## src/rtl/ipdv_pkg.sv

```systemverilog
// Package for the incremental PD velocity controller: widths, fixed-point
// constants, register indexes, controller states and the command/status structs.
// No dependencies; every other file of the block imports it.
package ipdv_pkg;

  // Fraction bits of the drive accumulator and of the Q8.8 gains.
  localparam int FRAC_BITS = 8;
  localparam int GAIN_FRAC = 8;

  localparam int TIME_W  = 32;
  localparam int VEL_W   = 16;
  localparam int GAIN_W  = 16;
  localparam int DRIVE_W = 32;
  localparam int ACC_W   = 40;

  // Error is target minus measurement, so one bit wider than a velocity.
  localparam int ERR_W  = VEL_W + 1;
  localparam int LERR_W = 18;
  localparam int DIFF_W = LERR_W;
  localparam int MAG_W  = DIFF_W - 1;
  // The magnitude times 1000 fits in ten more bits, since 1000 < 1024.
  localparam int NUM_W  = MAG_W + 10;
  localparam int MULA_W = NUM_W + 1;
  localparam int PROD_W = MULA_W + GAIN_W;
  localparam int SUM_W  = PROD_W + 1;

  localparam int SHL   = (FRAC_BITS >= GAIN_FRAC) ? FRAC_BITS - GAIN_FRAC : 0;
  localparam int SHR   = (FRAC_BITS < GAIN_FRAC) ? GAIN_FRAC - FRAC_BITS : 0;
  localparam int SCL_W = SUM_W + SHL;
  localparam int ADD_W = SCL_W + 1;

  localparam int CNT_W = $clog2(NUM_W);

  localparam int NUM_REGS = 3;
  localparam int CFG_DW   = 32;
  localparam int PADDR_W  = $clog2(4 * NUM_REGS);
  localparam int RIDX_W   = PADDR_W - 2;

  typedef enum logic [RIDX_W-1:0] {
    REG_PROP,
    REG_DERIV,
    REG_TARGET
  } reg_idx_t;

  typedef enum logic [3:0] {
    S_IDLE,
    S_PREP,
    S_DIV,
    S_MULP,
    S_MULD,
    S_SUM,
    S_SCALE,
    S_ACC,
    S_EMIT
  } state_t;

  typedef struct packed {
    logic load;
    logic prep;
    logic div_step;
    logic mul_p;
    logic mul_d;
    logic sum;
    logic scale;
    logic acc;
    logic emit;
  } cmd_t;

  typedef struct packed {
    logic skip;
    logic out_free;
  } sts_t;

  typedef struct packed {
    logic signed [GAIN_W-1:0] kp;
    logic signed [GAIN_W-1:0] kd;
    logic signed [VEL_W-1:0]  tgt;
  } cfg_t;

endpackage

```

## src/rtl/ipdv_ifs.sv

```systemverilog
// Valid/ready channel interfaces for the sample words and the drive result words.
// Depends on ipdv_pkg for the field widths.
interface ipdv_in_if import ipdv_pkg::*; ();
  logic                    valid;
  logic                    ready;
  logic [TIME_W-1:0]       time_ms;
  logic signed [VEL_W-1:0] measured_velocity;

  modport source(output valid, output time_ms, output measured_velocity, input ready);
  modport sink(input valid, input time_ms, input measured_velocity, output ready);
endinterface

interface ipdv_out_if import ipdv_pkg::*; ();
  logic                      valid;
  logic                      ready;
  logic signed [DRIVE_W-1:0] drive_out;
  logic                      skipped;

  modport source(output valid, output drive_out, output skipped, input ready);
  modport sink(input valid, input drive_out, input skipped, output ready);
endinterface

```

## src/rtl/ipdv_regs.sv

```systemverilog
// APB-style register file holding the gains and the target velocity.
// Depends on ipdv_pkg.
module ipdv_regs import ipdv_pkg::*; (
  input  logic               clk,
  input  logic               rst_n,
  input  logic               psel,
  input  logic               penable,
  input  logic               pwrite,
  input  logic [PADDR_W-1:0] paddr,
  input  logic [CFG_DW-1:0]  pwdata,
  output logic [CFG_DW-1:0]  prdata,
  output logic               pready,
  output cfg_t               cfg
);

  logic signed [GAIN_W-1:0] kp_r;
  logic signed [GAIN_W-1:0] kd_r;
  logic signed [VEL_W-1:0]  tgt_r;
  reg_idx_t                 idx;

  assign idx    = reg_idx_t'(paddr[PADDR_W-1:2]);
  assign pready = 1'b1;

  always_ff @(posedge clk) begin
    if (!rst_n) begin
      kp_r  <= '0;
      kd_r  <= '0;
      tgt_r <= '0;
    end else if (psel && penable && pwrite) begin
      unique case (idx)
        REG_PROP:   kp_r  <= pwdata[GAIN_W-1:0];
        REG_DERIV:  kd_r  <= pwdata[GAIN_W-1:0];
        REG_TARGET: tgt_r <= pwdata[VEL_W-1:0];
        default: ;
      endcase
    end
  end

  always_comb begin
    unique case (idx)
      REG_PROP:   prdata = CFG_DW'(kp_r);
      REG_DERIV:  prdata = CFG_DW'(kd_r);
      REG_TARGET: prdata = CFG_DW'(tgt_r);
      default:    prdata = '0;
    endcase
  end

  assign cfg.kp  = kp_r;
  assign cfg.kd  = kd_r;
  assign cfg.tgt = tgt_r;

endmodule

```

## src/rtl/ipdv_ctrl.sv

```systemverilog
// Controller state machine: sequences load, divide, multiply, accumulate and emit; a skip goes from prep to emit.
// Depends on ipdv_pkg for the state type and the command/status structs.
module ipdv_ctrl import ipdv_pkg::*; (
  input  logic clk,
  input  logic rst_n,
  input  logic in_valid,
  output logic in_ready,
  output cmd_t cmd,
  input  sts_t sts
);

  state_t           state_r, state_nxt;
  logic [CNT_W-1:0] cnt_r, cnt_nxt;

  always_ff @(posedge clk) begin
    if (!rst_n) begin
      state_r <= S_IDLE;
      cnt_r   <= '0;
    end else begin
      state_r <= state_nxt;
      cnt_r   <= cnt_nxt;
    end
  end

  always_comb begin
    state_nxt = state_r;
    cnt_nxt   = cnt_r;
    cmd       = '0;
    in_ready  = 1'b0;
    unique case (state_r)
      S_IDLE: begin
        in_ready = 1'b1;
        if (in_valid) begin
          cmd.load  = 1'b1;
          state_nxt = S_PREP;
        end
      end
      S_PREP: begin
        cmd.prep = 1'b1;
        if (sts.skip) begin
          state_nxt = S_EMIT;
        end else begin
          cnt_nxt   = CNT_W'(NUM_W - 1);
          state_nxt = S_DIV;
        end
      end
      S_DIV: begin
        cmd.div_step = 1'b1;
        if (cnt_r == '0) begin
          state_nxt = S_MULP;
        end else begin
          cnt_nxt = cnt_r - 1'b1;
        end
      end
      S_MULP: begin
        cmd.mul_p = 1'b1;
        state_nxt = S_MULD;
      end
      S_MULD: begin
        cmd.mul_d = 1'b1;
        state_nxt = S_SUM;
      end
      S_SUM: begin
        cmd.sum   = 1'b1;
        state_nxt = S_SCALE;
      end
      S_SCALE: begin
        cmd.scale = 1'b1;
        state_nxt = S_ACC;
      end
      S_ACC: begin
        cmd.acc   = 1'b1;
        state_nxt = S_EMIT;
      end
      S_EMIT: begin
        // Wait here only while the previous result word is still unread.
        if (sts.out_free) begin
          cmd.emit  = 1'b1;
          state_nxt = S_IDLE;
        end
      end
      default: state_nxt = S_IDLE;
    endcase
  end

endmodule

```

## src/rtl/ipdv_dp.sv

```systemverilog
// Datapath: error and difference, radix-2 divider, shared multiplier,
// saturating accumulator and the output register. Depends on ipdv_pkg.
module ipdv_dp import ipdv_pkg::*; (
  input  logic                      clk,
  input  logic                      rst_n,
  input  cmd_t                      cmd,
  output sts_t                      sts,
  input  cfg_t                      cfg,
  input  logic [TIME_W-1:0]         in_time,
  input  logic signed [VEL_W-1:0]   in_vel,
  output logic                      out_valid,
  input  logic                      out_ready,
  output logic signed [DRIVE_W-1:0] out_drive,
  output logic                      out_skipped
);

  localparam logic signed [SUM_W-1:0] SCL_BIAS = SUM_W'((1 << SHR) - 1);
  localparam logic signed [ACC_W:0]   DRV_BIAS = (ACC_W + 1)'((1 << FRAC_BITS) - 1);
  localparam logic signed [ADD_W-1:0] ACC_MAX =
    {{(ADD_W - ACC_W + 1){1'b0}}, {(ACC_W - 1){1'b1}}};
  localparam logic signed [ADD_W-1:0] ACC_MIN =
    {{(ADD_W - ACC_W + 1){1'b1}}, {(ACC_W - 1){1'b0}}};
  localparam logic signed [ACC_W:0] DRV_MAX =
    {{(ACC_W + 2 - DRIVE_W){1'b0}}, {(DRIVE_W - 1){1'b1}}};
  localparam logic signed [ACC_W:0] DRV_MIN =
    {{(ACC_W + 2 - DRIVE_W){1'b1}}, {(DRIVE_W - 1){1'b0}}};

  // State kept across samples.
  logic [TIME_W-1:0]        last_time_r;
  logic signed [LERR_W-1:0] last_err_r;
  logic signed [ACC_W-1:0]  accum_r;

  // Per-sample working registers.
  logic [TIME_W-1:0]        time_r;
  logic [TIME_W-1:0]        delta_r;
  logic                     skip_r;
  logic signed [ERR_W-1:0]  err_r;
  logic                     neg_r;
  logic [NUM_W-1:0]         num_r;
  logic [NUM_W-1:0]         rem_r;
  logic signed [PROD_W-1:0] prod_p_r;
  logic signed [PROD_W-1:0] prod_d_r;
  logic signed [SUM_W-1:0]  sum_r;
  logic signed [SCL_W-1:0]  scl_r;

  logic                      out_valid_r;
  logic signed [DRIVE_W-1:0] out_drive_r;
  logic                      out_skipped_r;

  logic signed [ERR_W-1:0]  err_new;
  logic signed [DIFF_W-1:0] diff;
  logic [DIFF_W-1:0]        diff_abs;
  logic [MAG_W-1:0]         mag;
  logic [NUM_W-1:0]         num_new;
  logic [NUM_W:0]           rem_sh;
  logic                     ge;
  logic [NUM_W-1:0]         rem_new;
  logic signed [MULA_W-1:0] mul_a;
  logic signed [GAIN_W-1:0] mul_b;
  logic signed [PROD_W-1:0] prod;
  logic signed [SUM_W-1:0]  scl_bias;
  logic signed [ADD_W-1:0]  acc_sum;
  logic signed [ACC_W-1:0]  acc_sat;
  logic signed [ACC_W:0]    drv_bias;
  logic signed [ACC_W:0]    drv_sum;
  logic signed [ACC_W:0]    drv_sh;
  logic signed [DRIVE_W-1:0] drv_sat;

  assign err_new = ERR_W'(cfg.tgt) - ERR_W'(in_vel);

  // Magnitude of the error difference times 1000 as 1024 - 16 - 8.
  always_comb begin
    diff     = DIFF_W'(err_r) - last_err_r;
    diff_abs = diff[DIFF_W-1] ? DIFF_W'(-diff) : diff;
    mag      = diff_abs[MAG_W-1:0];
    num_new  = {mag, 10'b0} - NUM_W'({mag, 4'b0}) - NUM_W'({mag, 3'b0});
  end

  // One restoring division step; quotient bits shift into num_r.
  always_comb begin
    rem_sh  = {rem_r, num_r[NUM_W-1]};
    ge      = (TIME_W + 1)'(rem_sh) >= (TIME_W + 1)'(delta_r);
    rem_new = ge ? NUM_W'(rem_sh - delta_r[NUM_W:0]) : rem_sh[NUM_W-1:0];
  end

  // Shared multiplier: error times kp, then quotient magnitude times kd.
  always_comb begin
    if (cmd.mul_d) begin
      mul_a = $signed({1'b0, num_r});
      mul_b = cfg.kd;
    end else begin
      mul_a = MULA_W'(err_r);
      mul_b = cfg.kp;
    end
    prod = mul_a * mul_b;
  end

  // Rescaling truncates toward zero: the arithmetic shift rounds down, hence the bias on negative sums.
  always_comb begin
    if (sum_r[SUM_W-1]) begin
      scl_bias = SCL_BIAS;
    end else begin
      scl_bias = '0;
    end
  end

  always_comb begin
    acc_sum = ADD_W'(accum_r) + ADD_W'(scl_r);
    if (acc_sum > ACC_MAX) begin
      acc_sat = ACC_MAX[ACC_W-1:0];
    end else if (acc_sum < ACC_MIN) begin
      acc_sat = ACC_MIN[ACC_W-1:0];
    end else begin
      acc_sat = acc_sum[ACC_W-1:0];
    end
  end

  always_comb begin
    if (accum_r[ACC_W-1]) begin
      drv_bias = DRV_BIAS;
    end else begin
      drv_bias = '0;
    end
    drv_sum = (ACC_W + 1)'(accum_r) + drv_bias;
    drv_sh  = drv_sum >>> FRAC_BITS;
    if (drv_sh > DRV_MAX) begin
      drv_sat = DRV_MAX[DRIVE_W-1:0];
    end else if (drv_sh < DRV_MIN) begin
      drv_sat = DRV_MIN[DRIVE_W-1:0];
    end else begin
      drv_sat = drv_sh[DRIVE_W-1:0];
    end
  end

  always_ff @(posedge clk) begin
    if (!rst_n) begin
      last_time_r <= '0;
      last_err_r  <= '0;
      accum_r     <= '0;
      out_valid_r <= 1'b0;
    end else begin
      if (cmd.acc) begin
        last_time_r <= time_r;
        last_err_r  <= LERR_W'(err_r);
        accum_r     <= acc_sat;
      end
      if (cmd.emit) begin
        out_valid_r <= 1'b1;
      end else if (out_ready) begin
        out_valid_r <= 1'b0;
      end
    end
  end

  always_ff @(posedge clk) begin
    if (cmd.load) begin
      time_r  <= in_time;
      delta_r <= in_time - last_time_r;
      skip_r  <= (in_time == last_time_r);
      err_r   <= err_new;
    end
    if (cmd.prep) begin
      neg_r <= diff[DIFF_W-1];
      num_r <= num_new;
      rem_r <= '0;
    end
    if (cmd.div_step) begin
      rem_r <= rem_new;
      num_r <= {num_r[NUM_W-2:0], ge};
    end
    if (cmd.mul_p) begin
      prod_p_r <= prod;
    end
    if (cmd.mul_d) begin
      prod_d_r <= prod;
    end
    if (cmd.sum) begin
      sum_r <= neg_r ? SUM_W'(prod_p_r) - SUM_W'(prod_d_r)
                     : SUM_W'(prod_p_r) + SUM_W'(prod_d_r);
    end
    if (cmd.scale) begin
      scl_r <= SCL_W'((sum_r + scl_bias) >>> SHR) <<< SHL;
    end
    if (cmd.emit) begin
      out_drive_r   <= skip_r ? '0 : drv_sat;
      out_skipped_r <= skip_r;
    end
  end

  assign sts.skip     = skip_r;
  assign sts.out_free = !out_valid_r || out_ready;

  assign out_valid   = out_valid_r;
  assign out_drive   = out_drive_r;
  assign out_skipped = out_skipped_r;

endmodule

```

## src/rtl/incremental_pd_velocity_controller_core.sv

```systemverilog
// Top level of the incremental PD velocity controller.
// Depends on ipdv_pkg, ipdv_ifs, ipdv_regs, ipdv_ctrl and ipdv_dp.
//
// Each sample word (time in ms, measured rpm) yields one result word. When
// time has advanced, the block adds error*kp + d(error)/dt*kd to a saturating
// 40-bit accumulator and returns its integer part; a repeated timestamp gives
// drive_out = 0 with skipped set and leaves all state unchanged. Samples are
// processed one at a time: an updating sample passes through prep, the
// one-bit-per-cycle divider that forms the derivative, both multiplies,
// sum, scale, accumulate and emit before the next sample can be taken; a
// skipped sample goes from prep straight to emit. A finished result sits in
// an output register, so the next sample is accepted while it waits to be
// read. Write gains and target only while the block is idle.
module incremental_pd_velocity_controller_core import ipdv_pkg::*; (
  input  logic               clk,
  input  logic               rst_n,
  ipdv_in_if.sink            in_ch,
  ipdv_out_if.source         out_ch,
  input  logic               psel,
  input  logic               penable,
  input  logic               pwrite,
  input  logic [PADDR_W-1:0] paddr,
  input  logic [CFG_DW-1:0]  pwdata,
  output logic [CFG_DW-1:0]  prdata,
  output logic               pready
);

  cfg_t cfg;
  cmd_t cmd;
  sts_t sts;

  ipdv_regs u_regs (
    .clk     (clk),
    .rst_n   (rst_n),
    .psel    (psel),
    .penable (penable),
    .pwrite  (pwrite),
    .paddr   (paddr),
    .pwdata  (pwdata),
    .prdata  (prdata),
    .pready  (pready),
    .cfg     (cfg)
  );

  ipdv_ctrl u_ctrl (
    .clk      (clk),
    .rst_n    (rst_n),
    .in_valid (in_ch.valid),
    .in_ready (in_ch.ready),
    .cmd      (cmd),
    .sts      (sts)
  );

  ipdv_dp u_dp (
    .clk         (clk),
    .rst_n       (rst_n),
    .cmd         (cmd),
    .sts         (sts),
    .cfg         (cfg),
    .in_time     (in_ch.time_ms),
    .in_vel      (in_ch.measured_velocity),
    .out_valid   (out_ch.valid),
    .out_ready   (out_ch.ready),
    .out_drive   (out_ch.drive_out),
    .out_skipped (out_ch.skipped)
  );

endmodule
```

## src/flat_wrapper.sv

```systemverilog
// flat-port wrapper written by rule: the top's interface ports become plain ports
module incremental_pd_velocity_controller_core_flat import ipdv_pkg::*;
  (clk, rst_n, psel, penable, pwrite, paddr, pwdata, prdata, pready, in_ch_valid, in_ch_time_ms, in_ch_measured_velocity, in_ch_ready, out_ch_valid, out_ch_drive_out, out_ch_skipped, out_ch_ready);
  ipdv_in_if in_ch_i ();
  ipdv_out_if out_ch_i ();
  input  logic clk;
  input  logic rst_n;
  input  logic psel;
  input  logic penable;
  input  logic pwrite;
  input  logic [PADDR_W-1:0] paddr;
  input  logic [CFG_DW-1:0] pwdata;
  output logic [CFG_DW-1:0] prdata;
  output logic pready;
  input wire logic [$bits(in_ch_i.valid)-1:0] in_ch_valid;
  input wire logic [$bits(in_ch_i.time_ms)-1:0] in_ch_time_ms;
  input wire logic [$bits(in_ch_i.measured_velocity)-1:0] in_ch_measured_velocity;
  output wire logic [$bits(in_ch_i.ready)-1:0] in_ch_ready;
  output wire logic [$bits(out_ch_i.valid)-1:0] out_ch_valid;
  output wire logic [$bits(out_ch_i.drive_out)-1:0] out_ch_drive_out;
  output wire logic [$bits(out_ch_i.skipped)-1:0] out_ch_skipped;
  input wire logic [$bits(out_ch_i.ready)-1:0] out_ch_ready;
  assign in_ch_i.valid = in_ch_valid;
  assign in_ch_i.time_ms = in_ch_time_ms;
  assign in_ch_i.measured_velocity = in_ch_measured_velocity;
  assign in_ch_ready = in_ch_i.ready;
  assign out_ch_valid = out_ch_i.valid;
  assign out_ch_drive_out = out_ch_i.drive_out;
  assign out_ch_skipped = out_ch_i.skipped;
  assign out_ch_i.ready = out_ch_ready;
  incremental_pd_velocity_controller_core u_core (.clk(clk), .rst_n(rst_n), .in_ch(in_ch_i), .out_ch(out_ch_i), .psel(psel), .penable(penable), .pwrite(pwrite), .paddr(paddr), .pwdata(pwdata), .prdata(prdata), .pready(pready));
endmodule
```

## config.mk

```make
export PLATFORM = sky130hd
export DESIGN_NAME = incremental_pd_velocity_controller_core_flat
export DESIGN_NICKNAME = d
export VERILOG_FILES = /design/src/rtl/ipdv_pkg.sv /design/src/rtl/ipdv_ifs.sv /design/src/rtl/ipdv_regs.sv /design/src/rtl/ipdv_ctrl.sv /design/src/rtl/ipdv_dp.sv /design/src/rtl/incremental_pd_velocity_controller_core.sv /design/src/flat_wrapper.sv
export SDC_FILE = /design/constraint.sdc
export NUM_CORES = 2
export LEC_CHECK = 0
export BUFFER_PORTS_ARGS = -buffer_cell sky130_fd_sc_hd__buf_2
export CORE_ASPECT_RATIO = 0.75
export CORE_UTILIZATION = 40
export DETAILED_ROUTE_END_ITERATION = 12
export GPL_TIMING_DRIVEN = 0
export MAX_ROUTING_LAYER = met4
export PLACE_DENSITY = 0.62
export SETUP_SLACK_MARGIN = 0.02
export SLEW_MARGIN = 20
export SYNTH_ARGS = -nofsm -noshare
export SYNTH_HDL_FRONTEND = slang
export SYNTH_SLANG_ARGS = --single-unit
```

## constraint.sdc

```tcl
create_clock -name clk -period 12.65 [get_ports clk]
set_clock_uncertainty 0.05 [all_clocks]
set_input_delay 0.6325 -clock clk [delete_from_list [all_inputs] [get_ports clk]]
set_output_delay 0.6325 -clock clk [all_outputs]
set_load 0.03 [all_outputs]
```

# Word-level counts from Yosys, hierarchy flattened
# Cells that the tools add are included.
word_totals:
  input_bits: 91
  regBits: 495
  wordCells: 110
  out_inout_bits: 68
classes:
  n_addsub: 12
  n_reduce_logical: 16
  n_eq_ne: 16
  multipliers: 1
  magnitude_cmp: 5
  mux: 37
op_table:
  columns: ["op", "count"]
  rows:
  - ["27-bit 2-to-1 mux", 5]
  - ["32-bit one-hot mux with 3 select lines", 1]
  - ["40-bit 2-to-1 mux", 2]
  - ["40-bit by 45-bit adder with 46-bit output", 1]
  - ["46-bit by 40-bit greater-than comparator with 1-bit output, second input constant", 1]
  - ["46-bit by 40-bit less-than comparator with 1-bit output, second input constant", 1]
  - ["44-bit by 44-bit adder with 45-bit output", 1]
  - ["45-bit 2-to-1 mux", 1]
  - ["44-bit by 44-bit subtractor with 45-bit output", 1]
  - ["28-bit by 16-bit multiplier with 44-bit output", 1]
  - ["40-bit by 9-bit adder with 41-bit output", 1]
  - ["4-bit one-hot mux with 9 select lines", 1]
  - ["33-bit by 32-bit greater-than comparator with 1-bit output, second input constant", 1]
  - ["33-bit by 32-bit less-than comparator with 1-bit output, second input constant", 1]
  - ["32-bit == test", 1]
  - ["28-bit by 32-bit >= comparator with 1-bit output", 1]
  - ["32-bit 2-to-1 mux", 1]
  - ["32-bit subtractor", 1]
  - ["31-bit 2-to-1 mux", 1]
  - ["28-bit 2-to-1 mux", 1]
  - ["27-bit by 20-bit subtractor with 27-bit output", 1]
  - ["27-bit by 21-bit subtractor with 27-bit output", 1]
  - ["27-bit subtractor", 1]
  - ["17-bit by 17-bit subtractor with 18-bit output", 1]
  - ["28 further kinds", 58]

# Logic depth before layout (Yosys ltp)
depth:
  word_depth: 7
  depth_mapped: 33
  depth_no_buf: 29

# Hierarchy
# A second synthesis with hierarchy kept.
hier_totals:
  cells_unflattened: 4977
  hier_area_um2: 46582.2
by_module_without_submodules:
  columns: ["module", "cells_each", "n_inst", "area_each_um2"]
  rows:
  - ["ipdv_dp", 4658, 1, 43757.0]
  - ["ipdv_regs", 249, 1, 2259.7]
  - ["ipdv_ctrl", 70, 1, 565.5]

# Least setup slack after synthesis
# OpenSTA, ideal clock, no wires.
synth_path:
  path_kind: "reg2reg"
  from: "register u_core.u_ctrl.state_r[2]"
  to: "register u_core.u_dp.prod_d_r[42], data pin"
  path_stages_with_launch: 30
  setup_time_ns: 0.262
  t_arrival_ns: 8.854
  path_slack_ns: 3.483
  n_path_buf: 4
  period_less_slack_ns: 9.167
  cell_sequence: "dfxtp_1 clkbuf_1 nand2b_1 nor3_1 buf_1 buf_1 clkbuf_1 nand2_1 nand2_1 nand2_1 fa_1 fa_1 fa_1 inv_1 fa_1 fa_1 inv_1 fa_1 inv_1 ha_1 nand3_1 or4_1 o21ai_0 a31oi_1 o211ai_1 nand4_1 a31oi_1 a21o_1 a21oi_1 xnor2_1"
synth_between:
  elab_chain_len: 4
  elab_cells_between_ends: 5
  classes_between: "mul: 1; eq/ne: 1; mux: 3"
synth_rtl:
  columns: ["element", "line", "source"]
  rows:
  - ["from (decl)", "ipdv_ctrl.sv:12", "state_t state_r, state_nxt;"]
  - ["from (signal assigned)", "ipdv_ctrl.sv:20", "state_r <= state_nxt;"]
  - ["4-bit by 3-bit == test with 1-bit output (*)", "ipdv_ctrl.sv:30", "unique case (state_r)"]
  - ["1-bit 2-to-1 mux (*)", "ipdv_ctrl.sv:30", null]
  - ["28-bit 2-to-1 mux / 16-bit 2-to-1 mux (equally long branches)", "ipdv_dp.sv:88", "if (cmd.mul_d) begin"]
  - ["28-bit by 16-bit multiplier with 44-bit output (*)", "ipdv_dp.sv:95", "prod = mul_a * mul_b;"]
  - ["named net u_core.u_dp.prod[42]", "ipdv_dp.sv:60", "logic signed [PROD_W-1:0] prod;"]
  - ["to (signal assigned)", "ipdv_dp.sv:175", "prod_d_r <= prod;"]
  - ["to (decl)", "ipdv_dp.sv:42", "logic signed [PROD_W-1:0] prod_d_r;"]
# Mark *: on every way through the listed nets, which the timed path passes. The rest lies on a longest branch.
# A chain may end at the register's enable or synchronous reset.

# Final worst setup path
layout_path:
  from: "register u_core.u_ctrl.state_r[2]"
  to: "register u_core.u_dp.prod_p_r[42], data pin"
layout_between:
  elab_chain_len: 4
  elab_cells_between_ends: 5
  classes_between: "mul: 1; eq/ne: 1; mux: 3"
layout_rtl:
  columns: ["element", "line", "source"]
  rows:
  - ["4-bit by 3-bit == test with 1-bit output (*)", "ipdv_ctrl.sv:30", null]
  - ["1-bit 2-to-1 mux (*)", "ipdv_ctrl.sv:30", null]
  - ["28-bit 2-to-1 mux / 16-bit 2-to-1 mux (equally long branches)", "ipdv_dp.sv:88", null]
  - ["28-bit by 16-bit multiplier with 44-bit output (*)", "ipdv_dp.sv:95", null]
  - ["named net u_core.u_dp.prod[42]", "ipdv_dp.sv:60", null]
  - ["to (signal assigned)", "ipdv_dp.sv:172", "prod_p_r <= prod;"]
  - ["to (decl)", "ipdv_dp.sv:41", "logic signed [PROD_W-1:0] prod_p_r;"]
# Marks and branches as above.

==> results_dict.tcl <==
set metrics [dict create \
    power.combinational.fraction_pct 37.5 \
    final-instance-count-excl-fill 6807 \
    internal-power_uw 3840 \
    p_leak_uw 0.0223 \
    finalWeightedCongestion 0.991 \
    drt-pass1-iter-count 5 \
    post-cts-setup-buffer-count 0 \
    number_of_global_route_vias_before_repair 35700 \
    grt_util_met3_pct 5.22 \
    clock-sinks 495 \
    grt_util_all_layers_pct 23.4 \
    p_switching_uw 2250 \
    postSynth.topFlopCell "sky130_fd_sc_hd__edfxtp_1" \
    max-cap-violations 0 \
    ir_worst_vdd_mv 0.149 \
    path_class "reg2reg" \
    cts_hold_repair.buffers 0 \
    fp.dieW_um 394 \
    die-height_um 296 \
    cts.repair.resized 0 \
    reg2reg_setup_slack_ns 0.64 \
    hp-class "in2reg" \
    post_synth_main_area_contributors "sky130_fd_sc_hd__edfxtp_1 23%, sky130_fd_sc_hd__fa_1 19%, sky130_fd_sc_hd__ha_1 8.9%" \
    clock_buffers_created_by_tritoncts 56 \
    syn-cell-area_um2 46000 \
    critical_path_peak_fanout 10 \
    place.port_buffers 138 \
    syn_to_final_growth_pct 10.6 \
    cp_data_arrival_time_ns 12.37 \
    worst_path_most_repeated_cell "sky130_fd_sc_hd__fa_1" \
    crit_path_start_kind "flop" \
    routed_via_count_divided_by_cell_count 5.31 \
    dp.final_hpwl_mm 105 \
    root_buffer "sky130_fd_sc_hd__clkbuf_16" \
    worstPathRequired_ns 13.01 \
    yosysWarningCount 0 \
    cts_max_level 2 \
    design.core.area_um2 114000 \
    cts.reportedPaths.clkPinSlew_ns 0.06 \
    setup_violations 0 \
    grt_first_pass_wirelength_mm 206 \
    ioPinCount 159 \
    yosys.area.top_type "sky130_fd_sc_hd__edfxtp_1" \
    met2_usage_pct 33.3 \
    adder_cell_fraction_of_synth_area_pct 28.3 \
    ant_nets 0 \
    max_freq_mhz 83.3 \
    maximum_number_of_pins_on_one_net_before_global_route_repair 55 \
    yosys-mux-area-fraction_pct 2.19 \
    synthesis.nets 5885 \
    netlist-cell-type-count 83 \
    clk_path_buf_depth 3 \
    final_nets 6098 \
    postSynthRegisterBits 495 \
    insertion_delay_ns 0.68 \
    synth-seq-area-share_pct 29.1 \
    std_cell_rows 107 \
    sequentialPowerShare_pct 34.1 \
    layout_worst_path_cycle_share_pct 94.9 \
    maxSlewViolCount 0 \
    critical_path.reg2reg.startpoint "u_core.u_ctrl.state_r[2]$_SDFFE_PN0P_" \
    worst-path-stages 29 \
    grt.busiest_layer "met1" \
    yosys.area_share.simple_pct 14.2 \
    number_of_antenna_violations_at_the_first_check_in_global_routing 3 \
    worst_setup_path_startpoint "u_core.u_ctrl.state_r[2]$_SDFFE_PN0P_" \
    wire_per_inst_um 19.1 \
    shortest_clock_period_the_worst_path_allows_after_layout_ns 12.01 \
    run_status "finished clean" \
    dp_slack_ns 0.405 \
    timing.critical_path.to_type "flop" \
    worst_setup_path_endpoint "u_core.u_dp.prod_p_r[42]$_DFFE_PP_" \
    layout.filler_cells 11100 \
    placed_cells 6701 \
    worst_path_dominant_cell_family "adder cells" \
    setup_slack_ns 0.642 \
    synth-edff-count 348 \
    finalPower_uw 6090 \
    die-area_um2 116000 \
    pwr_density_cell_nw_per_um2 120 \
    setup-tns-final_ns 0 \
    yosys.area_share.xor_xnor_pct 5.32 \
    worst-r2r-cell-count 29 \
    synth.avg_cell_area_um2 9.17 \
    grt_remaining_overflow 0 \
    synth-compound-area-share_pct 13.3 \
    cts_tree "built" \
    yosys.area.top_type_share_pct 22.7 \
    via_count 36100 \
    slew_headroom_pct 17.9 \
    combinational_family_with_the_most_area_after_synthesis "adder cells" \
    clock_network_power_share_pct 28.3 \
    worst-slew-pin-transition_ns 1.20 \
    initial_utilization_pct 40.4 \
    grtUsageMet1_pct 33.8 \
    timing.rr.end "u_core.u_dp.prod_p_r[42]$_DFFE_PP_" \
    cpPeakStageDelay_ns 1.00 \
    synthesis.instances 5020 \
    first_iter_violations 3099 \
    proportion_of_synthesized_flip_flops_having_asynchronous_set_or_reset_pct 0 \
    share_of_final_layout_standard_cells_stronger_than_drive_strength_1_pct 7.01 \
    drc 0 \
    crit_buf_inv 8 \
    power.share.switching_pct 36.9 \
    master_of_the_slowest_instance_on_the_critical_path "sky130_fd_sc_hd__mux2i_1" \
    route.final.wire_length_mm 130 \
    grt_setup_unrepaired "no" \
    hold_violations 0 \
]
sequential cells by signal, indices dropped and copies added, names as in the netlist, 16 cells and up:
| register | flops |
|---|---|
| u_core.u_dp.scl_r | 45 |
| u_core.u_dp.sum_r | 45 |
| u_core.u_dp.prod_d_r | 44 |
| u_core.u_dp.prod_p_r | 44 |
| u_core.u_dp.accum_r | 40 |
| u_core.u_dp.delta_r | 32 |
| u_core.u_dp.last_time_r | 32 |
| u_core.u_dp.out_drive | 32 |
| u_core.u_dp.time_r | 32 |
| u_core.u_dp.num_r | 27 |
| u_core.u_dp.rem_r | 27 |
| u_core.u_dp.err_r | 17 |
| u_core.u_dp.last_err_r | 17 |
| u_core.u_regs.kd_r | 16 |
| u_core.u_regs.kp_r | 16 |
| u_core.u_regs.tgt_r | 16 |
logic make-up after synthesis:
family / count (synthesis)
AND/OR/NAND/NOR: 1496
AO/OA/AOI/OAI: 966
buffers and inverters: 913
adder cells (fa/ha/maj): 774
flip-flops: 495
XOR/XNOR: 278
multiplexers: 97
other: 1
worst min-delay path by stage:
stage / to / start / cells after the start / slack [ns]
finish: u_core.u_dp.time_r[3]$_DFFE_PP_ / in_ch_time_ms[3] / 1 / 0.13
global route: u_core.u_dp.time_r[6]$_DFFE_PP_ / in_ch_time_ms[6] / 1 / 0.11
CTS: u_core.u_dp.time_r[26]$_DFFE_PP_ / in_ch_time_ms[26] / 1 / 0.09
detailed placement: u_core.u_dp.scl_r[2]$_DFFE_PP_ / u_core.u_dp.sum_r[2]$_DFFE_PP_ / 0 / 0.35
global placement: u_core.u_dp.scl_r[3]$_DFFE_PP_ / u_core.u_dp.sum_r[3]$_DFFE_PP_ / 0 / 0.35
floorplan: u_core.u_dp.scl_r[0]$_DFFE_PP_ / u_core.u_dp.sum_r[0]$_DFFE_PP_ / 0 / 0.35
synth_stat cells, drive strengths merged, types with 18 or more instances:
cell,instances
a211oi,19
a21boi,121
a21o,127
a21oi,290
a31oi,30
and2,26
and3,18
buf,46
clkbuf,121
dfxtp,147
edfxtp,348
fa,446
ha,328
inv,746
mux2,30
mux2i,67
nand2,695
nand2b,42
nand3,65
nand4,33
nor2,416
nor2b,37
nor3,65
o21a,32
o21ai,218
o21bai,29
or3,25
xnor2,190
xor2,88
stage by stage:
stage                     area (um^2)  util (%)  hold WS, ns
after floorplan                 46000         -        0.350
after global placement          48600      42.7        0.353
after detailed placement        49000      43.0        0.355
after CTS                       50900      44.7       0.0897
after global routing            50900      44.7        0.108
final                           50900      44.7        0.126
area by class of cell:
cell class	instances	area (um^2)	area share, %
plain buffers	167	708	1.39
repair buffers	155	916	1.80
multi-input cells	3612	29300	57.4
well taps	1526	1910	3.75
inverters	746	2800	5.50
clock inverters	26	293	0.575
flip-flops and latches	495	13400	26.3
clock buffers	79	1640	3.22
diodes	1	2.50	0.00491
power by group through the flow:
stage | Sequential, uW | Clock (uW) | Combinational (uW)
after floorplan | 2060 | 0 | 1690
after global placement | 2110 | 0 | 2190
after detailed placement | 2110 | 0 | 2230
after CTS | 2070 | 1760 | 2250
after global routing | 2090 | 1820 | 2550
final | 2080 | 1730 | 2290
placed cells by master, fill, tap and decap left out, types with 120 or more instances in the layout:
master	count
sky130_fd_sc_hd__xnor2_1	189
sky130_fd_sc_hd__a21oi_1	290
sky130_fd_sc_hd__nor2_1	412
sky130_fd_sc_hd__nand2_1	695
sky130_fd_sc_hd__a21o_1	126
sky130_fd_sc_hd__edfxtp_1	348
sky130_fd_sc_hd__o21ai_0	211
sky130_fd_sc_hd__clkbuf_1	128
sky130_fd_sc_hd__inv_1	745
sky130_fd_sc_hd__ha_1	328
sky130_fd_sc_hd__buf_2	144
sky130_fd_sc_hd__a21boi_0	120
sky130_fd_sc_hd__dfxtp_1	146
sky130_fd_sc_hd__fa_1	446
per-layer routing:
layer	vias up	share of wire, %
met2	1115	41
met1	17800	49
met5	-	0
met4	0	1.9
met3	153	8.6
li1	17000	-
(Power assumes the default switching activity.)
